<file path="src/hw/rtl/lsoc_ram.sv">
// Generic single-port-write, single-port-read RAM with registered read data.
// No dependencies.
module lsoc_ram #(
  parameter int unsigned WIDTH = 2,
  parameter int unsigned DEPTH = 1024
) (
  input  logic                     clk_i,
  input  logic                     we_i,
  input  logic [$clog2(DEPTH)-1:0] waddr_i,
  input  logic [WIDTH-1:0]         wdata_i,
  input  logic [$clog2(DEPTH)-1:0] raddr_i,
  output logic [WIDTH-1:0]         rdata_o
);

  logic [WIDTH-1:0] mem_q [DEPTH];
  logic [WIDTH-1:0] rdata_q;

  // Write port and registered read port
  always_ff @(posedge clk_i) begin
    if (we_i) begin
      mem_q[waddr_i] <= wdata_i;
    end
    rdata_q <= mem_q[raddr_i];
  end

  assign rdata_o = rdata_q;

endmodule

</file>
<file path="config.mk">
export PLATFORM = sky130hd
export DESIGN_NAME = lsoc_ram
export DESIGN_NICKNAME = d
export VERILOG_FILES = /design/src/hw/rtl/lsoc_ram.sv
export SDC_FILE = /design/constraint.sdc
export NUM_CORES = 2
export LEC_CHECK = 0
export ABC_AREA = 1
export BUFFER_PORTS_ARGS = -buffer_cell sky130_fd_sc_hd__buf_2
export CAP_MARGIN = 10
export CELL_PAD_IN_SITES_DETAIL_PLACEMENT = 0
export CELL_PAD_IN_SITES_GLOBAL_PLACEMENT = 1
export CORE_ASPECT_RATIO = 1.2
export CORE_MARGIN = 2
export CORE_UTILIZATION = 40
export CTS_CLUSTER_SIZE = 16
export DETAILED_ROUTE_END_ITERATION = 10
export MAX_ROUTING_LAYER = met4
export PLACE_DENSITY_LB_ADDON = 0.25
export SYNTH_ARGS = -nofsm -noshare
export SYNTH_HDL_FRONTEND = slang
export SYNTH_SLANG_ARGS = --single-unit
export TNS_END_PERCENT = 100
</file>
<file path="constraint.sdc">
create_clock -name clk_i -period 2.4 [get_ports clk_i]
set_input_delay 0.36 -clock clk_i [delete_from_list [all_inputs] [get_ports clk_i]]
set_output_delay 0.36 -clock clk_i [all_outputs]
set_load 0.01 [all_outputs]
</file>
==> reports/results.ini <==
[yosys]
synth.most_common_cell = nand2_1
syn_area_mm2 = 0.0870
synthCells = 7976
ys.flop_type = edfxtp_1
synth_area_leaders = edfxtp_1 71%, nand3_1 12%, nand2_1 9.1%
synth_largest_area_cell = edfxtp_1
synth_commonest_cells = 2119 x nand2_1, 2049 x nand3_1, 2048 x edfxtp_1
synth-edff-count = 2048
ys_seq_area_share_pct = 70.8
yosysWarnings = 0
synth_cell_types = 17
synth.ff_latch_count = 2050
synth_top_area_share_pct = 70.7
syn_area_per_cell_um2 = 10.9
async_flop_share_pct = 0
syn_nets = 8000

[min_path]
hold_class = input pin to flip-flop
holdPathEnd = mem_q[779][0]
holdPathStages = 4
worstHoldStart = waddr_i[4]

[worst_setup_path]
worstPathRequired_ns = 3.14
regToRegStartpoint = mem_q[275][1]
r2r_end = rdata_o[1]
end_kind = flip-flop
r2r_setup_slack_ns = 0.18
crit_arrival_ns = 2.97
critPathMaxFanout = 1
worstSetupPathType = flip-flop to flip-flop
start_kind = flip-flop
reg2regPathDepth = 12

[sta]
rsz0062_at_grt = false
slew_headroom_pct = 43.6
finalHoldViolCount = 0
fin_skew_ns = 0.0188
maxSlewViolCount = 0
period_needed_ns = 2.22
tns_ns = 0
worstMarginPinSlew_ns = 0.846
setup_viol = 0
period_share_pct = 92.6
holdWs_ns = 0.126
timing.fmax_mhz = 450

[clock_network]
tritoncts = yes
root_buffer = clkbuf_16
cts_resized = 0
cts_buffer_depth = 3
path_clk_slew_ns = 0.07
cts_buffers = 201
clkLatencyLatePin_ns = 0.84
clock-sinks = 2050
htree_levels = 4

[global_route]
grtUsageTotal_pct = 25.5
grt_overflow_total = 0
antenna_found_initial = 10
grt_pass1_vias = 60500
grt_max_degree = 108
grt_pass1_wl_um = 402000

[pwr]
clkPwrFrac_pct = 40.7
p_switching_mw = 17.2
pwr-share-seq_pct = 52.3
intPower_mw = 58.1
powerDensity_mw_per_mm2 = 748
p_leak_nw = 34.7
power_switching_share_pct = 22.9
comb_power_share_pct = 7.0
ir_drop_mv = 0.585

[layout]
syn_to_final_growth_pct = 15.9
drive_above_1_share_pct = 10.5
final_nets = 8115

[route]
post_drt_wl_per_cell_um = 24.9
vias = 61600
wirelength_um = 276000
dr.pass1.iters = 6
viasPerCell = 5.55
drc_errors = 0
ant_nets = 0
drt_iter0_drc = 5709

[outcome]
status = finished clean

[floorplan]
dieHeight_um = 515
initial_core_util_pct = 40.2
chipWidth_um = 430
io_pins = 26
dieArea_mm2 = 0.221
coreArea_mm2 = 0.216
rows = 187

[placement]
globalplace.congestion = 0.853
portBuffers = 25
dp_hpwl_um = 164000

[run]
maxCapViolCount = 0

[layer usage]
layer / part of all wire, % / vias up / wire, um / GRT usage [%]
met2: 50 / 2027 / 138000 / 43.3
met1: 40 / 31100 / 112000 / 31.9
met4: 3.6 / 0 / 9810 / 8.54
li1: - / 28000 / - / -
met5: 0 / - / 0 / -
met3: 5.8 / 482 / 16100 / 2.98
[cell families (layout without fill, tap and decap cells)]
family | after synthesis | in the layout | share of synthesized area (%)
buffers and inverters | 690 | 972 | 3.63
flip-flops | 2050 | 2050 | 70.8
other | 0 | 4 | 0
AND/OR/NAND/NOR | 5236 | 5236 | 25.6
[worst max-delay path by stage]
stage	startpoint	end	slack, ns
2_1_floorplan	waddr_i[2]	mem_q[443][0]	0.41
4_1_cts	mem_q[272][1]	rdata_o[1]	0.20
3_5_place_dp	raddr_i[0]	rdata_o[1]	-0.53
3_3_place_gp	raddr_i[0]	rdata_o[1]	-0.52
5_1_grt	mem_q[274][1]	rdata_o[1]	0.11
6_report	mem_q[275][1]	rdata_o[1]	0.18
[power by group through the flow]
| stage | combinational (mW) | clock (mW) | sequential (mW) |
|---|---|---|---|
| after global routing | 5.73 | 32.4 | 39.4 |
| after global placement | 5.28 | 0 | 40.2 |
| after CTS | 5.32 | 31.0 | 39.4 |
| after detailed placement | 5.30 | 0 | 40.2 |
| after floorplan | 2.49 | 0 | 40.2 |
| final | 5.30 | 30.6 | 39.4 |
[state kept, by name, indices dropped and copies added, names as in the netlist]
register	cells
mem_q	2048
rdata_o	2
[worst max-delay path: stages (launching register included)]
cell	delay (ns)
edfxtp_1	0.36
nand2_1	0.07
nand3_1	0.09
nand3_1	0.09
nand3_1	0.20
nand3_1	0.18
nand3_1	0.26
nand3_1	0.29
nand3_1	0.10
nand3_1	0.18
nand2_1	0.13
nand2_1	0.10
nand2_1	0.05
[cells in the final DEF, fill, tap and decap left out, types with 6 or more instances in the layout]
master,n
nor3_1,24
buf_4,335
buf_12,195
clkinv_2,46
nand2_1,2098
clkbuf_1,35
nor2_1,1039
nand2_4,21
buf_2,18
edfxtp_1,2048
nand3_4,6
clkbuf_16,210
clkinvlp_4,8
nand3_1,2043
bufinv_16,11
clkinv_1,53
inv_1,37
[stage by stage]
step                worst slack, ns  utilization, %  area, um2  instances  total power [mW]
global route                  0.113            46.6     101000      11100              77.5
finish                        0.179            46.6     101000      11100              75.3
CTS                           0.205            46.6     101000      11100              75.8
detailed placement           -0.534            43.7      94400      10700              45.5
global placement             -0.524            43.7      94400      10700              45.5
floorplan                     0.406               -      87000       7976              42.7
[timing repair]
item / 4_1_cts / 5_1_grt
setup endpoints to repair: 0 / 0
setup buffers: 0 / 0
hold buffers: 3 / 0
hold endpoints to repair: 14 / 0
[final cells by class]
| cell class | count | area (um2) |
|---|---|---|
| Clock inverter | 125 | 928 |
| Multi-Input combinational cell | 5236 | 22500 |
| Inverter | 45 | 208 |
| Clock buffer | 245 | 5390 |
| Fill cell | 19900 | 115000 |
| Antenna cell | 4 | 10.0 |
| Sequential cell | 2050 | 61500 |
| Timing Repair Buffer | 557 | 6630 |
| Tap cell | 2835 | 3550 |
Power figures use the tool's default switching activity.
